## src/hdl/wpm_pkg.sv

```systemverilog
// Shared types, widths and register indexes for the weighted pixel mixer.
// Used by every module of the block; depends on nothing else.
`timescale 1ns / 1ps
`default_nettype none

package wpm_pkg;

    // Defaults for the top-level parameters.
    localparam int MAX_SOURCES_DEF    = 4;
    localparam int INTENSITY_BITS_DEF = 5;
    localparam int QUEUE_DEPTH_DEF    = 2;

    // Fixed field widths.
    localparam int LANES       = 4;
    localparam int NUM_FACTORS = 4;
    localparam int FSEL_W      = 2;
    localparam int CHAN_W      = 8;
    localparam int SUM_W       = 32;
    localparam int FACTOR_W    = 14;
    localparam int COUNT_W     = 3;
    localparam int CFG_IDX_W   = 3;
    localparam int CFG_DATA_W  = 14;
    localparam int QUOT_W      = 8;

    // Scale is channel a times a factor: 9-bit signed by 14-bit signed, fits 22 bits.
    localparam int SCALE_W = 22;
    // Lane product is a channel times the scale.
    localparam int LPROD_W = CHAN_W + 1 + SCALE_W;

    // Configuration register indexes.
    localparam logic [CFG_IDX_W-1:0] REG_MODE    = 3'd0;
    localparam logic [CFG_IDX_W-1:0] REG_COUNT   = 3'd1;
    localparam logic [CFG_IDX_W-1:0] REG_FACTOR0 = 3'd2;
    localparam logic [CFG_IDX_W-1:0] REG_FACTOR1 = 3'd3;
    localparam logic [CFG_IDX_W-1:0] REG_FACTOR2 = 3'd4;
    localparam logic [CFG_IDX_W-1:0] REG_FACTOR3 = 3'd5;

    // Reset values of the configuration registers.
    localparam logic [COUNT_W-1:0]         COUNT_RESET  = 3'd1;
    localparam logic signed [FACTOR_W-1:0] FACTOR_RESET = 14'sd256;

    // One finished pixel's accumulated sums, handed from front to back.
    typedef struct packed {
        logic                            intensity;
        logic [LANES-1:0][SUM_W-1:0]     sums;
    } wpm_job_t;

endpackage

`default_nettype wire

```

## src/hdl/wpm_front.sv

```systemverilog
// Front end: configuration registers, source sequencing and multiply-accumulate.
// Depends on wpm_pkg; pushes finished sums into wpm_queue.
`timescale 1ns / 1ps
`default_nettype none

module wpm_front #(
    parameter int MAX_SOURCES = wpm_pkg::MAX_SOURCES_DEF
) (
    input  wire logic                                 clk,
    input  wire logic                                 rst_n,
    input  wire logic                                 cfg_write,
    input  wire logic [wpm_pkg::CFG_IDX_W-1:0]        cfg_index,
    input  wire logic [wpm_pkg::CFG_DATA_W-1:0]       cfg_data,
    input  wire logic                                 in_valid,
    output logic                                      in_stall,
    input  wire logic [wpm_pkg::CHAN_W-1:0]           chan_a,
    input  wire logic [wpm_pkg::CHAN_W-1:0]           chan_b,
    input  wire logic [wpm_pkg::CHAN_W-1:0]           chan_c,
    input  wire logic [wpm_pkg::CHAN_W-1:0]           chan_d,
    output logic                                      push,
    output wpm_pkg::wpm_job_t                         job,
    input  wire logic                                 full
);

    localparam int SRC_W = (MAX_SOURCES > 1) ? $clog2(MAX_SOURCES) : 1;
    localparam int CNT_W = SRC_W + 1;
    localparam int CMP_W = (CNT_W > wpm_pkg::COUNT_W) ? CNT_W : wpm_pkg::COUNT_W;
    localparam int LANES   = wpm_pkg::LANES;
    localparam int SUM_W   = wpm_pkg::SUM_W;
    localparam int CHAN_W  = wpm_pkg::CHAN_W;
    localparam int SCALE_W = wpm_pkg::SCALE_W;
    localparam int LPROD_W = wpm_pkg::LPROD_W;
    localparam int FACT_W  = wpm_pkg::FACTOR_W;

    logic                           mode_reg;
    logic [wpm_pkg::COUNT_W-1:0]    count_reg;
    logic signed [FACT_W-1:0]       factor_reg [wpm_pkg::NUM_FACTORS];
    logic [SRC_W-1:0]               idx_reg;
    logic [SRC_W-1:0]               idx_next;
    logic                           pend_reg;
    logic                           pend_mode_reg;
    logic                           pend_last_reg;
    logic [CHAN_W-1:0]              ch_reg [LANES];
    logic signed [SCALE_W-1:0]      scale_reg;
    logic signed [SCALE_W-1:0]      scale_next;
    logic [SUM_W-1:0]               sums_reg [LANES];
    logic [SUM_W-1:0]               sums_add [LANES];

    logic [CHAN_W-1:0]              ch_in [LANES];
    logic [CMP_W-1:0]               count_ext;
    logic [CMP_W-1:0]               cnt_eff;
    logic [CMP_W-1:0]               idx_inc;
    logic                           last;
    logic [wpm_pkg::FSEL_W-1:0]     fsel;
    logic signed [FACT_W-1:0]       fac;
    logic signed [SCALE_W:0]        prod_a;
    logic signed [LPROD_W-1:0]      lane_prod [LANES];
    logic                           accept;
    logic                           done;

    assign ch_in[0] = chan_a;
    assign ch_in[1] = chan_b;
    assign ch_in[2] = chan_c;
    assign ch_in[3] = chan_d;

    // One item in flight: accepted, then accumulated; a pixel's last item waits on full.
    assign in_stall = pend_reg;
    assign accept   = in_valid && !pend_reg;

    always_comb
    begin
        count_ext = CMP_W'(count_reg);
        cnt_eff   = count_ext;
        if (count_ext == '0)
        begin
            cnt_eff = CMP_W'(1);
        end
        else if (count_ext > CMP_W'(MAX_SOURCES))
        begin
            cnt_eff = CMP_W'(MAX_SOURCES);
        end
        idx_inc  = CMP_W'(idx_reg) + CMP_W'(1);
        last     = (idx_inc >= cnt_eff);
        idx_next = last ? '0 : SRC_W'(idx_inc);
        fsel     = wpm_pkg::FSEL_W'(idx_reg);
        fac      = factor_reg[fsel];
        prod_a   = $signed({1'b0, chan_a}) * fac;
        if (mode_reg)
        begin
            scale_next = prod_a[SCALE_W-1:0];
        end
        else
        begin
            scale_next = {{(SCALE_W - FACT_W){fac[FACT_W-1]}}, fac};
        end
    end

    always_comb
    begin
        for (int i = 0; i < LANES; i++)
        begin
            lane_prod[i] = $signed({1'b0, ch_reg[i]}) * scale_reg;
            // In intensity mode channel a is a weight, not a colour, and is not summed.
            if (pend_mode_reg && (i == 0))
            begin
                sums_add[i] = sums_reg[i];
            end
            else
            begin
                sums_add[i] = sums_reg[i]
                    + {{(SUM_W - LPROD_W){lane_prod[i][LPROD_W-1]}}, lane_prod[i]};
            end
        end
    end

    assign done = pend_reg && (!pend_last_reg || !full);
    assign push = pend_reg && pend_last_reg && !full;

    always_comb
    begin
        job.intensity = pend_mode_reg;
        for (int i = 0; i < LANES; i++)
        begin
            job.sums[i] = sums_add[i];
        end
    end

    always_ff @(posedge clk or negedge rst_n)
    begin
        if (!rst_n)
        begin
            mode_reg  <= 1'b0;
            count_reg <= wpm_pkg::COUNT_RESET;
            for (int i = 0; i < wpm_pkg::NUM_FACTORS; i++)
            begin
                factor_reg[i] <= wpm_pkg::FACTOR_RESET;
            end
        end
        else if (cfg_write)
        begin
            case (cfg_index)
                wpm_pkg::REG_MODE:    mode_reg      <= cfg_data[0];
                wpm_pkg::REG_COUNT:   count_reg     <= cfg_data[wpm_pkg::COUNT_W-1:0];
                wpm_pkg::REG_FACTOR0: factor_reg[0] <= $signed(cfg_data);
                wpm_pkg::REG_FACTOR1: factor_reg[1] <= $signed(cfg_data);
                wpm_pkg::REG_FACTOR2: factor_reg[2] <= $signed(cfg_data);
                wpm_pkg::REG_FACTOR3: factor_reg[3] <= $signed(cfg_data);
                default:              ;
            endcase
        end
    end

    always_ff @(posedge clk or negedge rst_n)
    begin
        if (!rst_n)
        begin
            idx_reg       <= '0;
            pend_reg      <= 1'b0;
            pend_last_reg <= 1'b0;
            for (int i = 0; i < LANES; i++)
            begin
                sums_reg[i] <= '0;
            end
        end
        else
        begin
            if (accept)
            begin
                idx_reg       <= idx_next;
                pend_reg      <= 1'b1;
                pend_last_reg <= last;
            end
            else if (done)
            begin
                pend_reg <= 1'b0;
            end
            if (done)
            begin
                for (int i = 0; i < LANES; i++)
                begin
                    sums_reg[i] <= pend_last_reg ? '0 : sums_add[i];
                end
            end
        end
    end

    always_ff @(posedge clk)
    begin
        if (accept)
        begin
            pend_mode_reg <= mode_reg;
            scale_reg     <= scale_next;
            for (int i = 0; i < LANES; i++)
            begin
                ch_reg[i] <= ch_in[i];
            end
        end
    end

endmodule

`default_nettype wire

```

## src/hdl/wpm_queue.sv

```systemverilog
// Short first-in first-out queue of finished sums between front and back.
// Depends on wpm_pkg for the entry type.
`timescale 1ns / 1ps
`default_nettype none

module wpm_queue #(
    parameter int DEPTH = wpm_pkg::QUEUE_DEPTH_DEF
) (
    input  wire logic               clk,
    input  wire logic               rst_n,
    input  wire logic               push,
    input  wire wpm_pkg::wpm_job_t  push_job,
    output logic                    full,
    input  wire logic               pop,
    output wpm_pkg::wpm_job_t       pop_job,
    output logic                    empty
);

    localparam int PTR_W = (DEPTH > 1) ? $clog2(DEPTH) : 1;
    localparam int CNT_W = $clog2(DEPTH + 1);

    wpm_pkg::wpm_job_t  entry_reg [DEPTH];
    logic [PTR_W-1:0]   wr_ptr_reg;
    logic [PTR_W-1:0]   rd_ptr_reg;
    logic [CNT_W-1:0]   fill_reg;
    logic [PTR_W-1:0]   wr_ptr_next;
    logic [PTR_W-1:0]   rd_ptr_next;

    assign full    = (fill_reg == CNT_W'(DEPTH));
    assign empty   = (fill_reg == '0);
    assign pop_job = entry_reg[rd_ptr_reg];

    assign wr_ptr_next = (wr_ptr_reg == PTR_W'(DEPTH - 1)) ? '0 : wr_ptr_reg + PTR_W'(1);
    assign rd_ptr_next = (rd_ptr_reg == PTR_W'(DEPTH - 1)) ? '0 : rd_ptr_reg + PTR_W'(1);

    always_ff @(posedge clk or negedge rst_n)
    begin
        if (!rst_n)
        begin
            wr_ptr_reg <= '0;
            rd_ptr_reg <= '0;
            fill_reg   <= '0;
        end
        else
        begin
            if (push)
            begin
                wr_ptr_reg <= wr_ptr_next;
            end
            if (pop)
            begin
                rd_ptr_reg <= rd_ptr_next;
            end
            if (push && !pop)
            begin
                fill_reg <= fill_reg + CNT_W'(1);
            end
            else if (pop && !push)
            begin
                fill_reg <= fill_reg - CNT_W'(1);
            end
        end
    end

    always_ff @(posedge clk)
    begin
        if (push)
        begin
            entry_reg[wr_ptr_reg] <= push_job;
        end
    end

endmodule

`default_nettype wire

```

## src/hdl/wpm_back.sv

```systemverilog
// Back end: global intensity pick, rounding, 8-step restoring divide and clamp.
// Depends on wpm_pkg; pops finished sums from wpm_queue.
`timescale 1ns / 1ps
`default_nettype none

module wpm_back #(
    parameter int INTENSITY_BITS = wpm_pkg::INTENSITY_BITS_DEF
) (
    input  wire logic                         clk,
    input  wire logic                         rst_n,
    input  wire logic                         q_empty,
    output logic                              q_pop,
    input  wire wpm_pkg::wpm_job_t            q_job,
    output logic                              out_valid,
    input  wire logic                         out_stall,
    output logic [wpm_pkg::CHAN_W-1:0]        mix_a,
    output logic [wpm_pkg::CHAN_W-1:0]        mix_b,
    output logic [wpm_pkg::CHAN_W-1:0]        mix_c,
    output logic [wpm_pkg::CHAN_W-1:0]        mix_d
);

    localparam int IB      = INTENSITY_BITS;
    localparam int LANES   = wpm_pkg::LANES;
    localparam int SUM_W   = wpm_pkg::SUM_W;
    localparam int QUOT_W  = wpm_pkg::QUOT_W;
    localparam int N_W     = SUM_W + 1;
    localparam int HI_W    = N_W - 8;
    localparam int DIV_W   = IB + QUOT_W;
    localparam int STEP_W  = $clog2(QUOT_W);
    localparam logic [IB-1:0]    G_MAX    = IB'((1 << IB) - 1);
    localparam logic [SUM_W-1:0] G_TOP    = SUM_W'(((1 << IB) - 1) << 16);
    localparam logic [SUM_W-1:0] G_ONE_UP = SUM_W'(1 << 16);

    typedef enum logic [4:0] {
        B_IDLE = 5'b00001,
        B_PREP = 5'b00010,
        B_LOAD = 5'b00100,
        B_DIV  = 5'b01000,
        B_OUT  = 5'b10000
    } wpm_bstate_t;

    wpm_bstate_t        state_reg;
    wpm_bstate_t        state_next;
    wpm_pkg::wpm_job_t  job_reg;
    logic [IB-1:0]      g_reg;
    logic [IB-1:0]      g_next;
    logic               zero_reg;
    logic [DIV_W-1:0]   dsh_reg;
    logic [STEP_W-1:0]  step_reg;
    logic [HI_W-1:0]    rem_reg [LANES];
    logic [QUOT_W-1:0]  q_reg [LANES];
    logic               skip_reg [LANES];

    logic [SUM_W-1:0]   m12;
    logic [SUM_W-1:0]   m_max;
    logic               raw;
    logic [IB-1:0]      divisor;
    logic [N_W-1:0]     offset;
    logic [N_W-1:0]     n_val [LANES];
    logic [HI_W-1:0]    hi_val [LANES];
    logic               nonpos [LANES];
    logic               sat [LANES];

    // Largest colour sum, compared as unsigned, picks the global intensity.
    always_comb
    begin
        m12   = (job_reg.sums[1] > job_reg.sums[2]) ? job_reg.sums[1] : job_reg.sums[2];
        m_max = (m12 > job_reg.sums[3]) ? m12 : job_reg.sums[3];
        if (m_max <= G_ONE_UP)
        begin
            g_next = IB'(1);
        end
        else if (m_max >= G_TOP)
        begin
            g_next = G_MAX;
        end
        else
        begin
            g_next = IB'((m_max >> 16) + SUM_W'(1));
        end
    end

    // A divide by 256*g (g is 1 in raw mode) is a shift by eight and then a divide by g;
    // a sum that rounds to zero or below clamps to zero and one whose quotient reaches 256 saturates.
    always_comb
    begin
        raw     = !job_reg.intensity;
        divisor = raw ? IB'(1) : g_reg;
        offset  = raw ? N_W'(128) : (N_W'({g_reg, 8'b0}) - N_W'(127));
        for (int i = 0; i < LANES; i++)
        begin
            n_val[i]  = {job_reg.sums[i][SUM_W-1], job_reg.sums[i]} + offset;
            nonpos[i] = n_val[i][N_W-1] || (n_val[i] == '0);
            hi_val[i] = n_val[i][N_W-1:8];
            sat[i]    = (hi_val[i] >= HI_W'({divisor, 8'b0}));
        end
    end

    always_comb
    begin
        state_next = state_reg;
        q_pop      = 1'b0;
        case (state_reg)
            B_IDLE:
            begin
                if (!q_empty)
                begin
                    q_pop      = 1'b1;
                    state_next = B_PREP;
                end
            end
            B_PREP: state_next = B_LOAD;
            B_LOAD: state_next = B_DIV;
            B_DIV:
            begin
                if (step_reg == '0)
                begin
                    state_next = B_OUT;
                end
            end
            B_OUT:
            begin
                if (!out_stall)
                begin
                    state_next = B_IDLE;
                end
            end
            default: state_next = B_IDLE;
        endcase
    end

    always_ff @(posedge clk or negedge rst_n)
    begin
        if (!rst_n)
        begin
            state_reg <= B_IDLE;
        end
        else
        begin
            state_reg <= state_next;
        end
    end

    always_ff @(posedge clk)
    begin
        case (state_reg)
            B_IDLE:
            begin
                if (!q_empty)
                begin
                    job_reg <= q_job;
                end
            end
            B_PREP:
            begin
                g_reg    <= g_next;
                zero_reg <= (m_max == '0);
            end
            B_LOAD:
            begin
                dsh_reg  <= DIV_W'(divisor) << (QUOT_W - 1);
                step_reg <= STEP_W'(QUOT_W - 1);
                for (int i = 0; i < LANES; i++)
                begin
                    rem_reg[i]  <= hi_val[i];
                    skip_reg[i] <= nonpos[i] || sat[i];
                    q_reg[i]    <= (!nonpos[i] && sat[i]) ? '1 : '0;
                end
            end
            B_DIV:
            begin
                dsh_reg  <= dsh_reg >> 1;
                step_reg <= step_reg - STEP_W'(1);
                for (int i = 0; i < LANES; i++)
                begin
                    if (!skip_reg[i])
                    begin
                        if (rem_reg[i] >= HI_W'(dsh_reg))
                        begin
                            rem_reg[i] <= rem_reg[i] - HI_W'(dsh_reg);
                            q_reg[i]   <= {q_reg[i][QUOT_W-2:0], 1'b1};
                        end
                        else
                        begin
                            q_reg[i] <= {q_reg[i][QUOT_W-2:0], 1'b0};
                        end
                    end
                end
            end
            default: ;
        endcase
    end

    assign out_valid = (state_reg == B_OUT);
    assign mix_a = job_reg.intensity ? (zero_reg ? '0 : wpm_pkg::CHAN_W'(g_reg)) : q_reg[0];
    assign mix_b = q_reg[1];
    assign mix_c = q_reg[2];
    assign mix_d = q_reg[3];

endmodule

`default_nettype wire

```

## src/hdl/weighted_pixel_mix.sv

```systemverilog
// Top level of the weighted pixel mixer: front end, sums queue and back end.
// Depends on wpm_pkg, wpm_front, wpm_queue and wpm_back.
//
//  Channel  Handshake              Payload
//  in       in_valid / in_stall    chan_a, chan_b, chan_c, chan_d (8 bits each)
//  out      out_valid / out_stall  mix_a, mix_b, mix_c, mix_d (8 bits each)
//  cfg      cfg_write              cfg_index (3 bits), cfg_data (14 bits)
//
// The front end takes one source item at a time: it registers the item and its scale
// product, then multiply-accumulates the channels (a to d in raw mode, b to d in
// intensity mode). Each output pixel then passes through the back end in order: pop,
// intensity pick, setup, 8 steps of restoring divide and output. The queue holds
// QUEUE_DEPTH finished pixels, so until it is full the front keeps taking items while
// the back end divides or the output is stalled. Reset is asynchronous, active low.
`timescale 1ns / 1ps
`default_nettype none

module weighted_pixel_mix #(
    parameter int MAX_SOURCES    = wpm_pkg::MAX_SOURCES_DEF,
    parameter int INTENSITY_BITS = wpm_pkg::INTENSITY_BITS_DEF,
    parameter int QUEUE_DEPTH    = wpm_pkg::QUEUE_DEPTH_DEF
) (
    input  wire logic                             clk,
    input  wire logic                             rst_n,
    input  wire logic                             cfg_write,
    input  wire logic [wpm_pkg::CFG_IDX_W-1:0]    cfg_index,
    input  wire logic [wpm_pkg::CFG_DATA_W-1:0]   cfg_data,
    input  wire logic                             in_valid,
    output logic                                  in_stall,
    input  wire logic [wpm_pkg::CHAN_W-1:0]       chan_a,
    input  wire logic [wpm_pkg::CHAN_W-1:0]       chan_b,
    input  wire logic [wpm_pkg::CHAN_W-1:0]       chan_c,
    input  wire logic [wpm_pkg::CHAN_W-1:0]       chan_d,
    output logic                                  out_valid,
    input  wire logic                             out_stall,
    output logic [wpm_pkg::CHAN_W-1:0]            mix_a,
    output logic [wpm_pkg::CHAN_W-1:0]            mix_b,
    output logic [wpm_pkg::CHAN_W-1:0]            mix_c,
    output logic [wpm_pkg::CHAN_W-1:0]            mix_d
);

    logic               q_push;
    logic               q_full;
    logic               q_pop;
    logic               q_empty;
    wpm_pkg::wpm_job_t  push_job;
    wpm_pkg::wpm_job_t  pop_job;

    wpm_front #(
        .MAX_SOURCES (MAX_SOURCES)
    ) u_front (
        .clk       (clk),
        .rst_n     (rst_n),
        .cfg_write (cfg_write),
        .cfg_index (cfg_index),
        .cfg_data  (cfg_data),
        .in_valid  (in_valid),
        .in_stall  (in_stall),
        .chan_a    (chan_a),
        .chan_b    (chan_b),
        .chan_c    (chan_c),
        .chan_d    (chan_d),
        .push      (q_push),
        .job       (push_job),
        .full      (q_full)
    );

    wpm_queue #(
        .DEPTH (QUEUE_DEPTH)
    ) u_queue (
        .clk      (clk),
        .rst_n    (rst_n),
        .push     (q_push),
        .push_job (push_job),
        .full     (q_full),
        .pop      (q_pop),
        .pop_job  (pop_job),
        .empty    (q_empty)
    );

    wpm_back #(
        .INTENSITY_BITS (INTENSITY_BITS)
    ) u_back (
        .clk       (clk),
        .rst_n     (rst_n),
        .q_empty   (q_empty),
        .q_pop     (q_pop),
        .q_job     (pop_job),
        .out_valid (out_valid),
        .out_stall (out_stall),
        .mix_a     (mix_a),
        .mix_b     (mix_b),
        .mix_c     (mix_c),
        .mix_d     (mix_d)
    );

`ifndef ASSERT_OFF
    // The front end never pushes a finished pixel into a full queue.
    a_no_overflow: assert property (@(posedge clk) disable iff (!rst_n)
        q_push |-> !q_full)
        else $error("sums queue overflow");

    // The back end never pops an empty queue.
    a_no_underflow: assert property (@(posedge clk) disable iff (!rst_n)
        q_pop |-> !q_empty)
        else $error("sums queue underflow");

    // An accepted item holds the front end for its accumulate cycle.
    a_accum_cycle: assert property (@(posedge clk) disable iff (!rst_n)
        (in_valid && !in_stall) |=> in_stall)
        else $error("front end took a second item before accumulating the first");

    // A result is never shown in the cycle right after a pop.
    a_back_latency: assert property (@(posedge clk) disable iff (!rst_n)
        q_pop |=> !out_valid)
        else $error("back end produced a result without dividing");
`endif

endmodule

`default_nettype wire

```

## config.mk

```make
export PLATFORM = sky130hd
export DESIGN_NAME = weighted_pixel_mix
export DESIGN_NICKNAME = d
export VERILOG_FILES = /design/src/hdl/wpm_pkg.sv /design/src/hdl/wpm_front.sv /design/src/hdl/wpm_queue.sv /design/src/hdl/wpm_back.sv /design/src/hdl/weighted_pixel_mix.sv
export SDC_FILE = /design/constraint.sdc
export NUM_CORES = 2
export LEC_CHECK = 0
export BUFFER_PORTS_ARGS = -buffer_cell sky130_fd_sc_hd__buf_2
export CAP_MARGIN = 5
export CORE_AREA = 10 10 354 356
export DETAILED_ROUTE_END_ITERATION = 8
export DIE_AREA = 0 0 364 366
export PLACE_DENSITY = 0.86
export SLEW_MARGIN = 20
export SYNTH_ARGS = -nofsm -noshare
export SYNTH_HDL_FRONTEND = slang
export SYNTH_SLANG_ARGS = --single-unit
```

## constraint.sdc

```tcl
create_clock -name clk -period 20.3 [get_ports clk]
set_clock_uncertainty 0.2 [all_clocks]
set_input_delay 3.045 -clock clk [delete_from_list [all_inputs] [get_ports clk]]
set_output_delay 3.045 -clock clk [all_outputs]
set_load 0.02 [all_outputs]
```

==> results.txt <==
Clock transition at the registers of the reported paths -> 0.07 ns
R2r worst-path depth -> 30
Post-synth EDFFs -> 599
Fin crit share -> 0.437
Sink Count -> 800
FILL cells -> 8326
Multiplexer share of the synthesized area -> 0.0415
Worst R2R End -> u_queue.entry_reg[1][30]$_DFFE_PP_
Gp weighted congestion -> 0.969
WP data required -> 20.49 ns
Worst EP arrival -> 9.07 ns
Worst-case clock buffer depth -> 3
Initial core utilization -> 0.649
Crit Path Class -> flip-flop to flip-flop
Synthesized Nets -> 9011
Fmax -> 113 MHz
GRT overflow -> 0
Initial antenna violation count -> 5
GRT Overall Usage -> 0.276
Worst path bufs/invs -> 3
# hold bufs at CTS -> 0
Max FO, Critical Path -> 22
Number of global-route vias before repair -> 57.9k
Routed WL -> 186000 microns
Ys Warns -> 0
Hold endpoint -> u_front.sums_reg[34]$_DFFE_PN0P_
CTS tree -> built
Worst-Margin Slew -> 1.12 ns
Cell variety after synth -> 111
Hold depth -> 2
Min cycle time layout -> 8.88 ns
Worst r2r src -> u_front.ch_reg[0][2]$_DFFE_PP_
Post-Synth Adder-Cell Area -> 0.278
FP Rows -> 126
Worst-Skew Late Latency -> 0.70 ns
Placed inst area -> 78200 sq um
Final Instance Area -> 81000 sq um
Clock buffer count from CTS -> 83
Die width -> 364 microns
Predominant post-synthesis flop cell -> edfxtp_1
Unrepaired setup endpoints after global routing -> no
Share of layout cells above drive strength 1 -> 0.0797
Max-cap violations -> 0
Detailed-route DRC error count -> 0
CP delay by family, top -> compound AO/OA/AOI/OAI gates
Post-Syn Area -> 76400 sq um
Largest net degree at the start of global routing -> 83
Synth async-reset ratio -> 0.251
Fin. Hold Viols -> 0
Core area -> 118000 sq um
Slowest cell on crit path -> edfxtp_1
Die ar. -> 133000 sq um
Synth Area in Simple Gates -> 0.140
Routed via count -> 56.8k
Sequential area share after synthesis -> 0.301
Root buf cell -> clkbuf_16
Hpwl dp -> 138000 microns
R2R Setup Slk -> 11.42 ns
Xor-xnor portion of the synthesized cell area -> 0.0464
Max stage delay on crit path -> 1.04 ns
Max reg flops -> 258
First-pass GRT wire length -> 300000 microns
Nets@finish -> 8967
Post_cts resized -> 0
Hold WS -> 0.280 ns
Worst hold start -> u_front.sums_reg[34]$_DFFE_PN0P_
Synth Area in Compound Gates -> 0.125
Slew Viols, Final -> 0
Postcts setup bufs -> 0
Combinational family with the most area after synthesis -> adder cells
Setup tns final -> 0 ns
CP Capture Type -> flip-flop
Die H -> 366 microns
Slew HR -> 0.251
Antenna cells -> 0
Status -> finished, final reports clean
# IOs -> 88
Final core occ -> 0.688
Mapped Avg Cell Area -> 9.99 sq um
HP Class -> flip-flop to flip-flop
Mapped Cells -> 7649
1st-pass router iterations -> 7
Port-buffer cells -> 87
Yosys reg bits -> 800
Final setup fails -> 0
Area Growth Syn to Fin -> 6.01%
Initial DRC count -> 4985
H-tree Lvls -> 3
Vias per inst -> 6.17
Startpoint Class -> flip-flop
Wire per inst -> 20.2 microns
Antenna-violating nets left -> 0
cells in the final DEF (no fill, tap or decap), types with 31 or more instances in the layout:
master,instances
a211oi_1,51
a21o_1,184
a21oi_1,315
a22o_1,108
a31oi_1,32
and2_1,532
and3_1,33
buf_2,86
buf_4,55
clkbuf_16,85
dfrtp_1,193
edfxtp_1,599
fa_1,648
ha_1,660
inv_1,1092
mux2_2,218
mux2i_1,40
nand2_1,672
nand2b_1,46
nand3_1,115
nand4_1,49
nor2_1,260
nor2b_1,60
nor3_1,108
nor4_1,47
o21a_1,54
o21ai_0,301
o21bai_1,46
o31ai_1,42
or3_1,31
xnor2_1,270
xor2_1,132
layout make-up:
cell class	instances	area [sq um]	area share
sequential	800	23000	0.284
multi-input combinational	5485	48300	0.596
tap	1536	1920	0.0237
clock buffer	98	2220	0.0273
timing repair buffer	142	857	0.0106
clock inverter	57	603	0.00744
inverter	1093	4100	0.0506
per-layer routing:
layer	share of wire	track usage
met1	0.41	0.370
met4	0.045	0.113
met5	0.00032	0
met3	0.082	0.0428
met2	0.46	0.445
worst max path at each step:
| stage | end | startpoint | cells past startpoint | slack [ns] |
|---|---|---|---|---|
| floorplan | u_queue.entry_reg[0][0]$_DFFE_PP_ | u_front.in_stall$_DFFE_PN0P_ | 3 | 9.85 |
| global placement | u_front.scale_reg[21]$_DFFE_PP_ | chan_a[0] | 21 | 11.71 |
| detailed placement | u_front.scale_reg[21]$_DFFE_PP_ | chan_a[0] | 21 | 11.60 |
| CTS | u_queue.entry_reg[1][30]$_DFFE_PP_ | u_front.ch_reg[0][2]$_DFFE_PP_ | 30 | 11.61 |
| global route | u_queue.entry_reg[1][30]$_DFFE_PP_ | u_front.ch_reg[0][2]$_DFFE_PP_ | 30 | 10.87 |
| finish | u_queue.entry_reg[1][30]$_DFFE_PP_ | u_front.ch_reg[0][2]$_DFFE_PP_ | 30 | 11.42 |
worst register-to-register path: cells and delay by family, from the launching register on:
family,cells,cell delay [ns]
xor+xnor,2,0.24
compound gates,14,3.39
fa+ha+maj,6,2.82
flops,1,1.04
simple gates,5,0.76
buf+inv,3,0.16
cell families after synthesis:
group | after synthesis
AND/OR/NAND/NOR | 2089
AO/OA/AOI/OAI | 1413
buffers and inverters | 1364
adder cells (fa/ha/maj) | 1308
flip-flops | 800
XOR/XNOR | 403
multiplexers | 272
metrics by stage:
step                setup slack [ns]  instances
detailed placement             11.60       9056
CTS                            11.61       9211
finish                         11.42       9211
global placement               11.71       9056
floorplan                       9.85       7649
global route                   10.87       9211
synthesized netlist by cell type (19+ instances only):
cell type / instances / area (sq um)
a31oi_1: 32 / 200
and2_1: 533 / 3330
o21a_1: 54 / 405
nand2_1: 674 / 2530
nand2b_1: 46 / 288
o21bai_1: 46 / 345
a22o_1: 108 / 946
o211ai_1: 29 / 218
and3_1: 33 / 206
nand4_1: 49 / 307
a211oi_1: 51 / 383
o31ai_1: 42 / 315
nor2b_1: 60 / 375
nand3b_1: 25 / 188
nor4_1: 47 / 294
nor2_1: 263 / 987
or3_1: 31 / 194
a21boi_0: 29 / 218
ha_1: 660 / 8260
o21ai_0: 305 / 1530
mux2_2: 218 / 2450
mux2i_1: 40 / 400
edfxtp_1: 599 / 18000
a21o_1: 184 / 1380
xor2_1: 132 / 1160
clkbuf_1: 240 / 901
nor3_1: 109 / 546
nand3_1: 115 / 576
or4_1: 19 / 143
fa_1: 648 / 13000
inv_1: 1093 / 4100
xnor2_1: 270 / 2360
dfrtp_1: 195 / 4880
a21oi_1: 315 / 1580
Power is left out: the tool's default activity adds up to more than one toggle a clock period on the data nets, which glitch-free logic cannot reach.
